**config.mk**
```make
export PLATFORM = sky130hd
export DESIGN_NAME = bcd_time_of_day_clock_with_ram_core_flat
export DESIGN_NICKNAME = d
export VERILOG_FILES = /design/src/bcdtod_pkg.sv /design/src/bcdtod_if.sv /design/src/bcdtod_ram.sv /design/src/bcd_time_of_day_clock_with_ram_core.sv /design/src/flat_wrapper.sv
export SDC_FILE = /design/constraint.sdc
export NUM_CORES = 1
export LEC_CHECK = 0
export BUFFER_PORTS_ARGS = -buffer_cell sky130_fd_sc_hd__buf_4
export CORE_MARGIN = 8
export CORE_UTILIZATION = 57
export CTS_BUF_LIST = sky130_fd_sc_hd__clkbuf_8
export DETAILED_ROUTE_END_ITERATION = 8
export GPL_TIMING_DRIVEN = 0
export PLACE_DENSITY = 0.78
export SLEW_MARGIN = 5
export SYNTH_ARGS = -nofsm -noshare
export SYNTH_HDL_FRONTEND = slang
export SYNTH_SLANG_ARGS = --single-unit
```
**constraint.sdc**
```tcl
create_clock -name clk_i -period 3.37 [get_ports clk_i]
set_input_delay 1.011 -clock clk_i [delete_from_list [all_inputs] [get_ports clk_i]]
set_output_delay 1.011 -clock clk_i [all_outputs]
set_load 0.02 [all_outputs]
```
**src/bcdtod_pkg.sv**
```systemverilog
// Shared types, constants and helper functions of the BCD time-of-day clock.
// No dependencies; used by the interfaces, the RAM, the top level and the checker.
package bcdtod_pkg;

  // Battery RAM size and the index width that follows from it.
  localparam int RamBytes = 31;
  localparam int RamAw    = (RamBytes > 1) ? $clog2(RamBytes) : 1;

  // Field widths of a request and a result.
  localparam int OpW   = 3;
  localparam int HourW = 5;
  localparam int MinW  = 6;
  localparam int SecW  = 6;
  localparam int AddrW = 6;
  localparam int DataW = 8;
  localparam int HourBcdW = 6;
  localparam int MinBcdW  = 7;
  localparam int SecBcdW  = 7;

  // Time limits.
  localparam logic [HourW-1:0] HourMax = 5'd23;
  localparam logic [MinW-1:0]  MinMax  = 6'd59;
  localparam logic [SecW-1:0]  SecMax  = 6'd59;

  // Operation codes.
  typedef enum logic [OpW-1:0] {
    OpTick     = 3'd0,
    OpSetTime  = 3'd1,
    OpReadTime = 3'd2,
    OpReadMem  = 3'd3,
    OpWriteMem = 3'd4
  } op_e;

  // Access to the battery RAM for one accepted request.
  typedef struct packed {
    logic             take;   // a request is accepted this cycle
    logic             rd;     // read memory
    logic             wr;     // write memory
    logic [AddrW-1:0] addr;
    logic [DataW-1:0] wdata;
  } ram_req_t;

  // Binary value of at most 63 to two packed BCD digits.
  function automatic logic [7:0] to_bcd(input logic [5:0] v);
    logic [2:0] tens;
    logic [5:0] units;
    if (v >= 6'd60) begin
      tens = 3'd6;
    end else if (v >= 6'd50) begin
      tens = 3'd5;
    end else if (v >= 6'd40) begin
      tens = 3'd4;
    end else if (v >= 6'd30) begin
      tens = 3'd3;
    end else if (v >= 6'd20) begin
      tens = 3'd2;
    end else if (v >= 6'd10) begin
      tens = 3'd1;
    end else begin
      tens = 3'd0;
    end
    units = v - 6'(6'(tens) * 6'd10);
    return {1'b0, tens, units[3:0]};
  endfunction

endpackage

```
**src/bcdtod_if.sv**
```systemverilog
// Request and result channel interfaces of the BCD time-of-day clock.
// Depends on bcdtod_pkg for the field widths.

// Request channel: one operation per request.
interface bcdtod_op_if;
  import bcdtod_pkg::*;

  logic             valid;
  logic             ready;
  logic [OpW-1:0]   operation;
  logic [HourW-1:0] set_hour;
  logic [MinW-1:0]  set_minute;
  logic [SecW-1:0]  set_second;
  logic [AddrW-1:0] mem_address;
  logic [DataW-1:0] write_data;

  modport source (
    output valid, operation, set_hour, set_minute, set_second, mem_address, write_data,
    input  ready
  );
  modport sink (
    input  valid, operation, set_hour, set_minute, set_second, mem_address, write_data,
    output ready
  );
endinterface

// Result channel: the BCD time and a RAM byte.
interface bcdtod_res_if;
  import bcdtod_pkg::*;

  logic                valid;
  logic                ready;
  logic [HourBcdW-1:0] hour_bcd;
  logic [MinBcdW-1:0]  minute_bcd;
  logic [SecBcdW-1:0]  second_bcd;
  logic [DataW-1:0]    read_data;

  modport source (
    output valid, hour_bcd, minute_bcd, second_bcd, read_data,
    input  ready
  );
  modport sink (
    input  valid, hour_bcd, minute_bcd, second_bcd, read_data,
    output ready
  );
endinterface

```
**src/bcdtod_ram.sv**
```systemverilog
// Battery RAM of the BCD time-of-day clock with registered read data.
// Depends on bcdtod_pkg; per-entry valid bits make every byte read as zero after reset.
module bcdtod_ram (
  input  logic                      clk_i,
  input  logic                      rst_ni,
  input  bcdtod_pkg::ram_req_t      req_i,
  output logic [bcdtod_pkg::DataW-1:0] rdata_o
);
  import bcdtod_pkg::*;

  logic [DataW-1:0]    mem_q [RamBytes];
  logic [RamBytes-1:0] vld_q;
  logic [RamAw-1:0]    idx;
  logic                in_range;
  logic [DataW-1:0]    rdata_q;

  // Addresses at or beyond the RAM size are ignored.
  assign in_range = ({1'b0, req_i.addr} < (AddrW + 1)'(RamBytes));
  assign idx      = req_i.addr[RamAw-1:0];

  // Storage write.
  always_ff @(posedge clk_i) begin
    if (req_i.wr && in_range) begin
      mem_q[idx] <= req_i.wdata;
    end
  end

  // An entry becomes valid once written; reset returns all entries to zero.
  always_ff @(posedge clk_i or negedge rst_ni) begin
    if (!rst_ni) begin
      vld_q <= '0;
    end else if (req_i.wr && in_range) begin
      vld_q[idx] <= 1'b1;
    end
  end

  // Read data follows each accepted request and holds until the next one.
  always_ff @(posedge clk_i) begin
    if (req_i.take) begin
      if (req_i.rd && in_range && vld_q[idx]) begin
        rdata_q <= mem_q[idx];
      end else begin
        rdata_q <= '0;
      end
    end
  end

  assign rdata_o = rdata_q;

endmodule

```
**src/bcd_time_of_day_clock_with_ram_core.sv**
```systemverilog
// Top level of the BCD time-of-day clock with battery RAM.
// Depends on bcdtod_pkg, bcdtod_op_if, bcdtod_res_if and bcdtod_ram.
//
//   Channel   Dir   Carries
//   req_i     in    operation, set_hour, set_minute, set_second, mem_address, write_data
//   rsp_o     out   hour_bcd, minute_bcd, second_bcd, read_data
//
// The result register is loaded at the accepting edge and the result is valid in the
// following cycle; one request per cycle is sustained while results are taken.
// The result is formed combinationally from the next time and held in one output register.
// Reset (rst_ni, asynchronous) clears the time to 00:00:00 and marks every RAM byte as zero;
// no clearing pass is needed. A stalled result holds while a new request is still accepted
// in the cycle the pending result is taken.
module bcd_time_of_day_clock_with_ram_core (
  input logic         clk_i,
  input logic         rst_ni,
  bcdtod_op_if.sink   req_i,
  bcdtod_res_if.source rsp_o
);
  import bcdtod_pkg::*;

  logic [HourW-1:0] hours_q, hours_d;
  logic [MinW-1:0]  minutes_q, minutes_d;
  logic [SecW-1:0]  seconds_q, seconds_d;
  logic [HourBcdW-1:0] hour_bcd_q;
  logic [MinBcdW-1:0]  minute_bcd_q;
  logic [SecBcdW-1:0]  second_bcd_q;
  logic [7:0]       hour_bcd_full, minute_bcd_full, second_bcd_full;
  logic             rsp_valid_q;
  logic             take;
  ram_req_t         ram_req;

  // Handshake: accept whenever the result register is free or being emptied.
  assign req_i.ready = !rsp_valid_q || rsp_o.ready;
  assign take        = req_i.valid && req_i.ready;

  // Next time for the current request.
  always_comb begin
    hours_d   = hours_q;
    minutes_d = minutes_q;
    seconds_d = seconds_q;
    case (op_e'(req_i.operation))
      OpTick: begin
        if (seconds_q >= SecMax) begin
          seconds_d = '0;
          if (minutes_q >= MinMax) begin
            minutes_d = '0;
            hours_d   = (hours_q >= HourMax) ? '0 : hours_q + 1'b1;
          end else begin
            minutes_d = minutes_q + 1'b1;
          end
        end else begin
          seconds_d = seconds_q + 1'b1;
        end
      end
      OpSetTime: begin
        hours_d   = (req_i.set_hour > HourMax) ? HourMax : req_i.set_hour;
        minutes_d = (req_i.set_minute > MinMax) ? MinMax : req_i.set_minute;
        seconds_d = (req_i.set_second > SecMax) ? SecMax : req_i.set_second;
      end
      default: begin
        // Reads, memory writes and unused codes leave the time alone.
      end
    endcase
  end

  // Time registers.
  always_ff @(posedge clk_i or negedge rst_ni) begin
    if (!rst_ni) begin
      hours_q   <= '0;
      minutes_q <= '0;
      seconds_q <= '0;
    end else if (take) begin
      hours_q   <= hours_d;
      minutes_q <= minutes_d;
      seconds_q <= seconds_d;
    end
  end

  // BCD conversion of the time after this request.
  assign hour_bcd_full   = to_bcd({1'b0, hours_d});
  assign minute_bcd_full = to_bcd(minutes_d);
  assign second_bcd_full = to_bcd(seconds_d);

  // Result register.
  always_ff @(posedge clk_i or negedge rst_ni) begin
    if (!rst_ni) begin
      rsp_valid_q  <= 1'b0;
      hour_bcd_q   <= '0;
      minute_bcd_q <= '0;
      second_bcd_q <= '0;
    end else begin
      if (take) begin
        rsp_valid_q  <= 1'b1;
        hour_bcd_q   <= hour_bcd_full[HourBcdW-1:0];
        minute_bcd_q <= minute_bcd_full[MinBcdW-1:0];
        second_bcd_q <= second_bcd_full[SecBcdW-1:0];
      end else if (rsp_o.ready) begin
        rsp_valid_q  <= 1'b0;
      end
    end
  end

  // Battery RAM access.
  assign ram_req.take  = take;
  assign ram_req.rd    = (req_i.operation == OpReadMem);
  assign ram_req.wr    = take && (req_i.operation == OpWriteMem);
  assign ram_req.addr  = req_i.mem_address;
  assign ram_req.wdata = req_i.write_data;

  bcdtod_ram u_ram (
    .clk_i   (clk_i),
    .rst_ni  (rst_ni),
    .req_i   (ram_req),
    .rdata_o (rsp_o.read_data)
  );

  assign rsp_o.valid      = rsp_valid_q;
  assign rsp_o.hour_bcd   = hour_bcd_q;
  assign rsp_o.minute_bcd = minute_bcd_q;
  assign rsp_o.second_bcd = second_bcd_q;

endmodule

```
**src/flat_wrapper.sv**
```systemverilog
// flat-port wrapper written by rule: the top's interface ports become plain ports
module bcd_time_of_day_clock_with_ram_core_flat import bcdtod_pkg::*;
  (clk_i, rst_ni, req_i_valid, req_i_operation, req_i_set_hour, req_i_set_minute, req_i_set_second, req_i_mem_address, req_i_write_data, req_i_ready, rsp_o_valid, rsp_o_hour_bcd, rsp_o_minute_bcd, rsp_o_second_bcd, rsp_o_read_data, rsp_o_ready);
  bcdtod_op_if req_i_i ();
  bcdtod_res_if rsp_o_i ();
  input logic clk_i;
  input logic rst_ni;
  input wire logic [$bits(req_i_i.valid)-1:0] req_i_valid;
  input wire logic [$bits(req_i_i.operation)-1:0] req_i_operation;
  input wire logic [$bits(req_i_i.set_hour)-1:0] req_i_set_hour;
  input wire logic [$bits(req_i_i.set_minute)-1:0] req_i_set_minute;
  input wire logic [$bits(req_i_i.set_second)-1:0] req_i_set_second;
  input wire logic [$bits(req_i_i.mem_address)-1:0] req_i_mem_address;
  input wire logic [$bits(req_i_i.write_data)-1:0] req_i_write_data;
  output wire logic [$bits(req_i_i.ready)-1:0] req_i_ready;
  output wire logic [$bits(rsp_o_i.valid)-1:0] rsp_o_valid;
  output wire logic [$bits(rsp_o_i.hour_bcd)-1:0] rsp_o_hour_bcd;
  output wire logic [$bits(rsp_o_i.minute_bcd)-1:0] rsp_o_minute_bcd;
  output wire logic [$bits(rsp_o_i.second_bcd)-1:0] rsp_o_second_bcd;
  output wire logic [$bits(rsp_o_i.read_data)-1:0] rsp_o_read_data;
  input wire logic [$bits(rsp_o_i.ready)-1:0] rsp_o_ready;
  assign req_i_i.valid = req_i_valid;
  assign req_i_i.operation = req_i_operation;
  assign req_i_i.set_hour = req_i_set_hour;
  assign req_i_i.set_minute = req_i_set_minute;
  assign req_i_i.set_second = req_i_set_second;
  assign req_i_i.mem_address = req_i_mem_address;
  assign req_i_i.write_data = req_i_write_data;
  assign req_i_ready = req_i_i.ready;
  assign rsp_o_valid = rsp_o_i.valid;
  assign rsp_o_hour_bcd = rsp_o_i.hour_bcd;
  assign rsp_o_minute_bcd = rsp_o_i.minute_bcd;
  assign rsp_o_second_bcd = rsp_o_i.second_bcd;
  assign rsp_o_read_data = rsp_o_i.read_data;
  assign rsp_o_i.ready = rsp_o_ready;
  bcd_time_of_day_clock_with_ram_core u_core (.clk_i(clk_i), .rst_ni(rst_ni), .req_i(req_i_i), .rsp_o(rsp_o_i));
endmodule
```
; Word-level counts from Yosys, hierarchy flattened
; Memories as Yosys holds them, arrays and structs flattened. A register that Yosys moved wholly into a read port is not among the register bits.
; Cells that the tools add are included.
[op_classes]
addsub = 6
n_mul = 3
magnitude_cmp = 27
n_eq_ne = 3
mux = 38
bitwise = 1
reduce_logical = 11
[ops]
columns = operator, n
row1 = 6-bit greater-or-equal comparator (second input constant), 8
row2 = 3-bit two-way mux, 15
row3 = 31-bit bitwise OR, 1
row4 = 6-bit two-way mux, 5
row5 = 6-bit by 5-bit greater-or-equal comparator with 1-bit output (second input constant), 4
row6 = 6-bit one-hot mux with 2 select lines, 2
row7 = 5-bit two-way mux, 4
row8 = 5-bit by 6-bit greater-or-equal comparator with 1-bit output (second input constant), 3
row9 = 5-bit greater-or-equal comparator (second input constant), 3
row10 = 6-bit by 1-bit adder with 6-bit output (second input constant), 2
row11 = 6-bit by 4-bit greater-or-equal comparator with 1-bit output (second input constant), 2
row12 = 6-bit > comparator (second input constant), 2
row13 = 4-bit subtractor, 3
row14 = 5-bit one-hot mux with 2 select lines, 1
row15 = 3-bit by 3-bit multiplier with 3-bit output (second input constant), 3
row16 = 1-bit two-way mux, 9
row17 = 1-bit logical AND, 6
row18 = 5-bit by 6-bit less-than comparator with 1-bit output (second input constant), 1
row19 = 6-bit by 5-bit less-than comparator with 1-bit output (second input constant), 1
row20 = 5-bit by 1-bit adder with 5-bit output (second input constant), 1
row21 = 1-bit binary-select mux with 5-bit select, 1
row22 = 1-bit demux with 5-bit select, 1
row23 = 5-bit by 1-bit greater-or-equal comparator with 1-bit output (second input constant), 1
row24 = 5-bit by 4-bit greater-or-equal comparator with 1-bit output (second input constant), 1
row25 = 8 further kinds, 9
[word_totals]
reg_bits = 69
mem_bits_rw = 248
in_bits = 38
memories = 1
[mem_list]
columns = name, words, width, rd, rd_ports_with_merged_regs, wr, line_no
row1 = u_core.u_ram.mem_q, 31, 8, 1, 1, 1, bcdtod_ram.sv:11  ; logic [DataW-1:0] mem_q [RamBytes];

; Logic depth before layout (Yosys ltp)
; Gate-level depths: netlist of run 1.
[logic_depth]
ltp_word = 14
ltp_mapped = 16

; Modules after synthesis
; Synthesis of run 1 repeated with hierarchy kept, for this count alone.
[unflattened]
cells_unflattened = 894
area_unflattened_um2 = 13977.2
[modules_own_cells]
columns = mod, instances, cells_each, area_each_um2, seq_area_each_um2
row1 = bcdtod_ram, 1, 568, 11225.8, 8463.1
row2 = bcd_time_of_day_clock_with_ram_core, 1, 326, 2751.4, 875.8

; Worst setup path after synthesis of run 1
; OpenSTA, ideal clock, no wires.
[synth_timing]
path_kind = input to register
start = input req_i_operation[1]
end = register u_core.minute_bcd_q[3], in the netlist u_core.rsp_o.minute_bcd[3]
setup_time_ns = 0.095
arrival_time_ns = 3.743
slack_ns = -0.468
path_stages = 13
path_cell_list = buf_4 > or2_4 > or4_4 > a21oi_4 > and3_1 > a21oi_1 > nand2_1 > nand2_1 > ha_1 > fa_1 > a211o_1 > o211a_1 > o31ai_1
[synth_between]
elab_chain_cells = 11
word_cells_on_any_way = 17
classes_between = 1 x add/sub / 1 x mul / 6 x order compare / 1 x eq/ne / 7 x mux / 1 x reduce/logical
[synth_lines]
columns = item, line_no
row1 = start: declaration, flat_wrapper.sv:9  ; input wire logic [$bits(req_i_i.operation)-1:0] req_i_operation;
row2 = 3-bit by 1-bit equality test with 1-bit output / 3-bit zero test (equally long branches), bcd_time_of_day_clock_with_ram_core.sv:42  ; case (op_e'(req_i.operation))
row3 = 6-bit one-hot mux with 2 select lines (*), bcd_time_of_day_clock_with_ram_core.sv:42
row4 = 6-bit by 4-bit greater-or-equal comparator with 1-bit output, bcdtod_pkg.sv:57  ; end else if (v >= 6'd10) begin
row5 = 1-bit two-way mux, bcdtod_pkg.sv:57
row6 = 3-bit two-way mux, bcdtod_pkg.sv:55  ; end else if (v >= 6'd20) begin
row7 = 3-bit two-way mux, bcdtod_pkg.sv:53  ; end else if (v >= 6'd30) begin
row8 = 3-bit two-way mux, bcdtod_pkg.sv:51  ; end else if (v >= 6'd40) begin
row9 = 3-bit two-way mux, bcdtod_pkg.sv:49  ; end else if (v >= 6'd50) begin
row10 = 3-bit two-way mux (*), bcdtod_pkg.sv:47  ; if (v >= 6'd60) begin
row11 = net u_core.minute_bcd_full[4], bcd_time_of_day_clock_with_ram_core.sv:28  ; logic [7:0] hour_bcd_full, minute_bcd_full, second_bcd_full;
row12 = 3-bit by 3-bit multiplier with 3-bit output (*), bcdtod_pkg.sv:62  ; units = v - 6'(6'(tens) * 6'd10);
row13 = 4-bit subtractor (*), bcdtod_pkg.sv:62
row14 = end signal: assignment, bcd_time_of_day_clock_with_ram_core.sv:96  ; minute_bcd_q <= minute_bcd_full[MinBcdW-1:0];
row15 = end: declaration, bcd_time_of_day_clock_with_ram_core.sv:26  ; logic [MinBcdW-1:0] minute_bcd_q;
; The timed path passes the listed nets; every way through them passes the cells marked *.
; A chain may end at the register's enable or synchronous reset.

==> results of run 1 <==
[cell usage in the layout, fill, tap and decap left out, types with 10 or more instances in the layout]
cell type / netlist / layout
sky130_fd_sc_hd__inv_1: 9 / 34
sky130_fd_sc_hd__o21ai_0: 31 / 31
sky130_fd_sc_hd__a21oi_1: 21 / 20
sky130_fd_sc_hd__buf_4: 7 / 79
sky130_fd_sc_hd__edfxtp_1: 256 / 256
sky130_fd_sc_hd__nor2_1: 68 / 59
sky130_fd_sc_hd__nand2_1: 54 / 54
sky130_fd_sc_hd__dfrtp_1: 66 / 65
sky130_fd_sc_hd__clkbuf_8: 0 / 53
sky130_fd_sc_hd__a31oi_1: 16 / 14
sky130_fd_sc_hd__mux2i_1: 10 / 10
sky130_fd_sc_hd__nand3_1: 17 / 17
sky130_fd_sc_hd__mux4_2: 63 / 63
sky130_fd_sc_hd__or2_2: 34 / 34
sky130_fd_sc_hd__a22oi_1: 23 / 21
sky130_fd_sc_hd__a211oi_1: 13 / 12
sky130_fd_sc_hd__clkbuf_1: 22 / 18
[logic make-up after synthesis]
| logic type | Yosys count | synth area share, % |
|---|---|---|
| XOR/XNOR | 2 | 0.128 |
| AO/OA/AOI/OAI | 164 | 8.56 |
| flip-flops | 322 | 68.0 |
| AND/OR/NAND/NOR | 231 | 8.57 |
| buffers and inverters | 61 | 2.10 |
| multiplexers | 77 | 11.4 |
| adder cells (fa/ha/maj) | 12 | 1.22 |
[metal layers]
layer  GRT usage [%]  vias up  routed length, um
met1            30.1     4308              12900
met3            6.20       86               3500
met2            37.8      525              16300
met5               0        -                  0
met4            7.98        0               1170
li1                -     3677                  -
[final cells by class]
cell class                 count  area (um2)  area share (%)
multi-input combinational    486        4280            27.0
sequential                   322        9340            58.9
inverter                      10        37.5           0.237
tap                          324         405            2.56
timing repair buffer          72         541            3.41
clock buffer                  53         729            4.60
buffer                        51         277            1.74
clock inverter                38         235            1.48
[through the flow]
stage	setup TNS (ns)	setup slack, ns	instances
2_1_floorplan	-1.00	-0.330	869
3_3_place_gp	-165.09	-0.767	1256
3_5_place_dp	-170.82	-0.829	1256
4_1_cts	-0.129	-0.129	1349
5_1_grt	-1.74	-0.137	1356
6_report	-0.104	-0.0995	1356
[registers in the layout, summed over array words and instances, names as in the netlist]
signal / flops
u_core.seconds_q: 5
u_core.hours_q: 4
u_core.u_ram.rdata_o: 8
u_core.minutes_q: 5
u_core.u_ram.vld_q: 31
u_core.rsp_o.hour_bcd: 6
u_core.rsp_o.second_bcd: 7
u_core.u_ram.mem_q: 248
u_core.rsp_o.minute_bcd: 7
u_core.rsp_o.valid: 1
[timing repair]
| action | 4_1_cts | 5_1_grt |
|---|---|---|
| pin swaps | 1 | 4 |
| setup endpoints to repair | 195 | 38 |
| buffers inserted | 2 | 7 |
| gates resized for setup | 15 | 29 |
| hold endpoints to repair | 0 | 0 |
[power groups by stage]
stage / Sequential [mW] / Combinational, mW / Clock, mW
2_1_floorplan: 4.74 / 0.839 / 0
3_3_place_gp: 4.64 / 1.43 / 0
3_5_place_dp: 4.65 / 1.46 / 0
4_1_cts: 4.57 / 1.49 / 3.19
5_1_grt: 4.59 / 1.68 / 3.35
6_report: 4.57 / 1.55 / 3.14
[worst max path at each step]
stage	startpoint	to	slack [ns]
3_5_place_dp	req_i_mem_address[4]	u_core.u_ram.rdata_o[0]	-0.83
3_3_place_gp	req_i_mem_address[1]	u_core.u_ram.rdata_o[0]	-0.77
2_1_floorplan	req_i_operation[2]	u_core.rsp_o.hour_bcd[2]	-0.33
6_report	u_core.rsp_o.second_bcd[0]	u_core.rsp_o.minute_bcd[3]	-0.1
4_1_cts	req_i_operation[0]	u_core.rsp_o.minute_bcd[3]	-0.13
5_1_grt	u_core.seconds_q[1]	u_core.rsp_o.minute_bcd[3]	-0.14
==> reports/summary.md, run 1 <==
Across all layers, the routed design uses 8596 vias. The most common cell in the synthesized netlist is sky130_fd_sc_hd__edfxtp_1. The number of H-tree levels was 2; the share of total power in sequential cells was 49.4%. The half-perimeter wire length after detailed placement was 22.0 mm; the fraction of the core area covered by cells at the end of the flow was 66.1%.

By count the netlist is led by 256 x sky130_fd_sc_hd__edfxtp_1, 68 x sky130_fd_sc_hd__nor2_1, 66 x sky130_fd_sc_hd__dfrtp_1. The run gives 6 as the first-pass detailed-route iteration total. In the post-synthesis netlist, the biggest area contributors are sky130_fd_sc_hd__edfxtp_1 56%, sky130_fd_sc_hd__dfrtp_1 12%, sky130_fd_sc_hd__mux4_2 10%. The post-route netlist has 30.3% of its cells at a drive strength greater than 1. TritonCTS built the clock tree.

The x dimension of the die works out to 171 um. The buffer cell driving the clock tree root is sky130_fd_sc_hd__clkbuf_8. In this run the cell area measured after placement is 0.0146 mm2. Compared with the post-synthesis result, the final layout area differs by 15.4%. The worst setup path is launched from a register. The hold path endpoint is u_core.u_ram.vld_q[23]. The analysis attributes to net switching a power of 2.49 mW. The tools report the post-synthesis cell area as 0.0137 mm2. The slowest stage of the critical path belongs to the cell sky130_fd_sc_hd__dfrtp_2. After floorplanning, the core was divided into 57 placement rows.

The clock net in this run drives a total of 322 sinks. The share of total power dissipated in the clock network is 33.9%. IR analysis of the VDD net gives a maximum drop of 361 uV. The longest clock path from root to sink contains 3 buffers.

The weighted congestion reported at the end of routability-driven placement was 0.958; the largest incremental delay on the critical path was 0.46 ns. The run gives 34.0 mm as the wire length after detailed routing. For the pin with the worst max-slew slack, the measured transition is 0.920 ns.

The number of endpoints with negative hold slack in the final report is 0, and the switching fraction of total power is 26.9%. The number of DRC violations after detailed-routing iteration 0 came out at 1100. For this run, the post-layout net count is 1039. For the total overflow reported by the global router, the log shows 0. In this run, CTS created clock tree buffers numbering 49. The share of synthesized area in the top cell type comes to 56.0%.

The distinct cell type count after synthesis is 78, and the logic depth of the worst path, buffers included is 13. The fill cell instance count of the final layout is 1672. Chip height: 171 um.

The share of flip-flops with an asynchronous set or reset was 20.5%. The cell depth of the worst min-delay path is 1, and the relative max-transition margin is 38.7%. The run gives 3.88 ns as the arrival time reported for the critical path endpoint. The Yosys step of the flow raised 0 warnings. The critical path goes through ha_4, o2111a_1, clkbuf_4, o21ai_1, a22oi_2, a21oi_1, o21ai_0, o21ai_0, fa_2, nand2_1, o2bb2a_1, a211oi_2, o31ai_2.

The completed layout was analyzed and its total power is 9.27 mW. Static timing analysis puts the maximum clock frequency at 0.288 GHz. The final reports fail on setup timing. The number of flops mapped to enable cells by yosys is 256. The number of inserted diodes was 0. Critical path capture point type: a register. Power spread over the standard cell area amounts to 585 mW/mm2. Among cell families on the critical path, the largest total delay comes from compound AO/OA/AOI/OAI gates.

The area enclosed by the die boundary is 0.0293 mm2, and the mean routed wirelength per cell is 25.0 um. The capture point of the worst reg-to-reg path is u_core.rsp_o.minute_bcd[3]. Total of endpoints with negative setup slack in the final report: 2.

Combinational logic burns 16.8% of the power. The largest total area in the synthesized netlist belongs to sky130_fd_sc_hd__edfxtp_1. After clock tree synthesis, the clock-pin slew on the worst setup and hold paths is 0.06 ns. For this design the top-level I/O count stands at 68.

Category of the most critical setup path: register to register. For the initial antenna violation count, the log shows 0. For this design, the CTS-stage hold fixing added 0 buffers. Across the run, the number of max-cap violations was 0. The logs give 8473 for the number of global-route vias before repair and 6.78 mW for the total internal power.

In this run the worst hold path is classified as register to register. The number of nets handed over by synthesis was 916. The run finished, with violations left.

Count of input and output buffers: 63. In the synthesized netlist the dominant register cell turns out to be sky130_fd_sc_hd__edfxtp_1. For this configuration, the core starts out at a cell density of 57.3%. Setup repair after global routing could not meet its margin everywhere. The tools report the post-route cell area as 0.0158 mm2.

The logs give 0 for the post-detailed-route count of antenna-violating nets and 5.80 nW for the leakage power. The worst-case reg-to-reg path depth works out to 13. For the clock insertion delay at the later pin of the skew report, the log shows 0.57 ns.

The cell count after synthesis is 869. In this run the critical register-to-register path is launched from u_core.rsp_o.second_bcd[0]. Sum of buffers and inverters on the critical path: 1.

Hold timing on the final database bottoms out at a slack of 0.465 ns. The time the final worst path needs with I/O delays and setup was 3.47 ns. Counting stages on the worst path, the most repeated cell is sky130_fd_sc_hd__o21ai_0. At the worst endpoint, the required time is 3.79 ns.

The combined global-route utilization of all metal layers is 23.2%, and the count of state elements after synthesis is 322. The final worst setup slack is -0.0995 ns. The area of the placeable core was 0.0240 mm2; the post-route fraction of the period consumed by the critical path was 103%. Slack of the worst reg-to-reg path: -0.1 ns. The largest net degree at the start of global routing is 67.

The mean instance size in the synthesized netlist is 15.8 um2. The clock arrives with 0.0232 ns of skew. After detailed routing, the number of vias per cell comes to 6.34.

The first global-routing pass estimated 50.5 mm of wire. In this run the worst path has a maximum fanout of 10. The logs give 0 for the final max-slew violation count and 68.0% for the share of the yosys chip area belonging to registers.

The startpoint of the most critical hold path was u_core.u_ram.vld_q[23]. In the routed design, unresolved DRC markers number 0.
Note: power is estimated with default switching activity, not from simulation.
==> run 2, diff against run 1 <==
--- a/config.mk
+++ b/config.mk
@@ -5,6 +5,7 @@
 export SDC_FILE = /design/constraint.sdc
 export NUM_CORES = 1
 export LEC_CHECK = 0
+export ABC_AREA = 1
 export BUFFER_PORTS_ARGS = -buffer_cell sky130_fd_sc_hd__buf_4
 export CORE_MARGIN = 8
 export CORE_UTILIZATION = 57
==> run 2 against run 1 <==
Against the previous run:
- core utilization shrank 0.11 points
- clock skew decreased by 0.0071 ns
- first-iteration DRC count rose by 2.5%
- sequential share of layout area up 1.2 points
- design area shrank 1.9%
- global-route usage up 0.57 points
- count of clock-buffer cells in the layout decreased by 2
- register-to-register slack improved by 0.39 ns
- die area is 0.26% lower
- synthesized area down 0.29%
- the flow now finishes without violations
- highest routed layer unchanged
==> reports/summary.md, run 2 <==
The tools report the initial antenna violation count as 0 (unchanged). The relative max-transition margin came out at 21.3% (was 38.7%). The total power density per cell area came out at 572 mW/mm2 (was 585 mW/mm2). The critical path capture point type was a register (unchanged). The tools report the total of endpoints with negative setup slack in the final report as 0 (was 2).

The largest buffer count on any clock path is 3 (unchanged), and the mean routed wirelength per cell is 21.1 um (was 25.0 um). X dimension of the die: 171 um (about the same). The run finished with clean final reports. The share of the yosys chip area belonging to registers is 68.2% (was 68.0%), and the proportion of netlist area held by the largest area contributor is 56.2% (was 56.0%). The chip height was 171 um (about the same). The run gives 1128 (was 1100) as the number of DRC violations after detailed-routing iteration 0. The logs give 0 (unchanged) for the post-detailed-route count of antenna-violating nets and 1182 (was 869) for the cell count after synthesis. The maximum achievable frequency is 0.319 GHz (was 0.288 GHz), and the quantity of hold-fixing buffers added after cts is 0 (unchanged).

The net count after synthesis was 1229 (was 916); the number of remaining DRC errors was 0 (unchanged). The clock buffer count from CTS came out at 51 (was 49). The area enclosed by the die boundary is 0.0292 mm2 (was 0.0293 mm2), and the total overflow reported by the global router is 0 (unchanged). The worst min-delay path class was register to register (unchanged). The category of the most critical setup path was input pin to register (was register to register). The critical path required time was 3.56 ns (was 3.79 ns); the largest net degree at the start of global routing was 67 (unchanged).

The count of yosys warnings during synthesis was 0 (unchanged). The run gives 52.8 mm (was 50.5 mm) as the wire length of the first global-routing pass. For the wire length after detailed routing, the log shows 35.0 mm (was 34.0 mm). Leading cell types by count after synthesis: 256 x sky130_fd_sc_hd__edfxtp_1, 247 x sky130_fd_sc_hd__nand2_1, 134 x sky130_fd_sc_hd__nand3_1 (was 256 x sky130_fd_sc_hd__edfxtp_1, 68 x sky130_fd_sc_hd__nor2_1, 66 x sky130_fd_sc_hd__dfrtp_1). The largest register by flop count was u_core.u_ram.mem_q (unchanged). The max-capacitance violation count was 0 (unchanged); the share of flip-flops with an asynchronous set or reset was 20.5% (unchanged). The combined global-route utilization of all metal layers was 23.8% (was 23.2%).

The count of boundary I/O pins came out at 68 (unchanged). The commonest register cell after synthesis was sky130_fd_sc_hd__edfxtp_1 (unchanged). Number of H-tree levels: 2 (unchanged). The fraction of layout instances using a drive strength above 1 was 14.9% (was 30.3%).

Most frequent cells in the layout: 256 x sky130_fd_sc_hd__edfxtp_1, 247 x sky130_fd_sc_hd__nand2_1, 133 x sky130_fd_sc_hd__nand3_1 (was 256 x sky130_fd_sc_hd__edfxtp_1, 79 x sky130_fd_sc_hd__buf_4, 65 x sky130_fd_sc_hd__dfrtp_1). Top cells by area, synth: sky130_fd_sc_hd__edfxtp_1 56%, sky130_fd_sc_hd__dfrtp_1 12%, sky130_fd_sc_hd__nand2_1 6.8% (was sky130_fd_sc_hd__edfxtp_1 56%, sky130_fd_sc_hd__dfrtp_1 12%, sky130_fd_sc_hd__mux4_2 10%). The number of flops mapped to enable cells by yosys is 256 (unchanged), and the final max-slew violation count is 0 (unchanged). The logs give 66.0% (was 66.1%) for the fraction of the core area covered by cells at the end of the flow and 0.0155 mm2 (was 0.0158 mm2) for the post-route cell area.

The tools report the half-perimeter wire length after detailed placement as 23.4 mm (was 22.0 mm). The peak fanout along the critical path was 10 (unchanged). TritonCTS built the clock tree.

The clock insertion delay at the later pin of the skew report is 0.59 ns (was 0.57 ns), and the clock-pin transition on the worst setup and hold timing paths is 0.06 ns (about the same). Sort of element at the start of the critical path: an input pin (was a register). The leading area contributor after synthesis was sky130_fd_sc_hd__edfxtp_1 (unchanged). The mean instance size in the synthesized netlist was 11.6 um2 (was 15.8 um2).

The distinct cell type count after synthesis is 52 (was 78), and the via count normalized by instance count is 5.96 (was 6.34). For the post-synthesis cell area, the log shows 0.0137 mm2 (about the same). The tools report the TritonCTS sink count as 322 (unchanged).

Commonest non-fill, non-tap cell in the layout: sky130_fd_sc_hd__edfxtp_1 (unchanged). The placed standard-cell area is 0.0146 mm2 (about the same), and the first-pass detailed-route iteration total is 6 (unchanged). Time the final worst path needs with I/O delays and setup: 3.14 ns (was 3.47 ns). The count of state elements after synthesis came out at 322 (unchanged). The logs give 8.89 mW (was 9.27 mW) for the post-layout total power and 0 (unchanged) for the number of endpoints with negative hold slack in the final report. Count of input and output buffers: 66 (was 63).

The cell with the most instances after synthesis is sky130_fd_sc_hd__edfxtp_1 (unchanged). The post-route fraction of the period consumed by the critical path was 93.1% (was 103%); the arrival time reported for the critical path endpoint was 3.33 ns (was 3.88 ns). For the total number of placement rows, the log shows 56 (was 57). The number of flip-flops under the largest register name came out at 248 (unchanged).

The tools report the via count as 9890 (was 8596). The number of global-route vias before repair is 9542 (was 8473). The starting density of the core was 58.2% (was 57.3%). The tools report the buffer cell driving the clock tree root as sky130_fd_sc_hd__clkbuf_8 (unchanged). The slew at the pin closest to its max-slew limit is 1.17 ns (was 0.920 ns).

The run gives 0.0235 mm2 (was 0.0240 mm2) as the area of the placeable core. The leakage power was 5.99 nW (was 5.80 nW); the number of inserted diodes was 0 (unchanged). The area overhead of the layout relative to synthesis works out to 13.5% (was 15.4%). The maximum vdd drop came out at 504 uV (was 361 uV). The tools report the weighted congestion reported at the end of routability-driven placement as 0.925 (was 0.958).

For the post-route clock skew, the log shows 0.0161 ns (was 0.0232 ns). The run gives 1349 (was 1039) as the number of nets at the end of the flow.
## run 2: cell types whose count changed in the layout (fill, tap and decap cells not counted), sizes merged, moves of 13 or more
cell	delta
o21ai	+41
a211oi	-14
mux4	-63
inv	+65
nand3	+120
clkinv	+13
or2	-27
nand2	+205
a22oi	+36
## run 2: routing by layer
layer  routed length, um  up-vias  GRT usage, %
met5                   0        -             0
met3                3980       87          5.60
met2               16100      605          37.7
met1               13900     4718          31.7
li1                    -     4480             -
met4                1080        0          8.62
## run 2: per-stage QoR
stage / setup TNS (ns) / worst slack, ns / hold WS [ns] / std cells
floorplan: 0 / 0.183 / 0.427 / 1182
global placement: -42.22 / -0.523 / 0.437 / 1567
detailed placement: -49.65 / -0.354 / 0.447 / 1567
CTS: 0 / 0.231 / 0.460 / 1658
global route: -0.0339 / -0.0339 / 0.478 / 1659
finish: 0 / 0.234 / 0.459 / 1659
## run 2: where the power goes
group | leakage [nW] | internal, mW | switching, mW
sequential | 3.06 | 4.43 | 0.111
combinational | 2.40 | 0.470 | 0.869
clock | 0.540 | 1.50 | 1.51
total | 5.99 | 6.41 | 2.49
## run 2: what timing repair did
item,4_1_cts,5_1_grt
gates resized for setup,0,8
endpoints found under the setup margin,0,1
setup buffers,0,1
## run 2: logic make-up (layout without fill, tap and decap cells)
kind of cell	after synthesis	in the layout	share of synthesized area [%]
fa+ha+maj	9	9	0.987
xor+xnor	4	4	0.256
buf+inv	137	295	4.22
compound gates	200	200	9.29
simple gates	510	510	17.0
flops	322	322	68.2
## run 2: critical path: stages
cell                      delay, ns
sky130_fd_sc_hd__buf_4         0.13
sky130_fd_sc_hd__nand2_1       0.29
sky130_fd_sc_hd__inv_1         0.18
sky130_fd_sc_hd__a21oi_1       0.29
sky130_fd_sc_hd__and3_1        0.21
sky130_fd_sc_hd__buf_2         0.19
sky130_fd_sc_hd__nand2_1       0.16
sky130_fd_sc_hd__nor2_1        0.86
## run 2: final cells by class
type / instances / area, um2
timing repair buffer: 67 / 503
tap: 319 / 399
inverter: 84 / 318
sequential: 322 / 9340
multi-input combinational: 723 / 3800
clock inverter: 40 / 215
buffer: 53 / 263
clock buffer: 51 / 702
fill: 1800 / 8000
## run 2: path summary, 6_finish.rpt
kind / slack [ns] / to / depth (start not counted) / startpoint
worst max-delay path: 0.23 / u_core.u_ram.mem_q[25][3] / 8 / req_i_mem_address[1]
worst min-delay path: 0.46 / u_core.u_ram.vld_q[7] / 2 / u_core.u_ram.vld_q[7]
worst max register to register: 0.29 / u_core.rsp_o.minute_bcd[3] / 24 / u_core.seconds_q[1]
worst min register to register: 0.46 / u_core.u_ram.vld_q[7] / 2 / u_core.u_ram.vld_q[7]
max in group asynchronous: 2.20 / u_core.rsp_o.second_bcd[0] / 1 / rst_ni
min in group asynchronous: 0.54 / u_core.u_ram.vld_q[0] / 1 / rst_ni
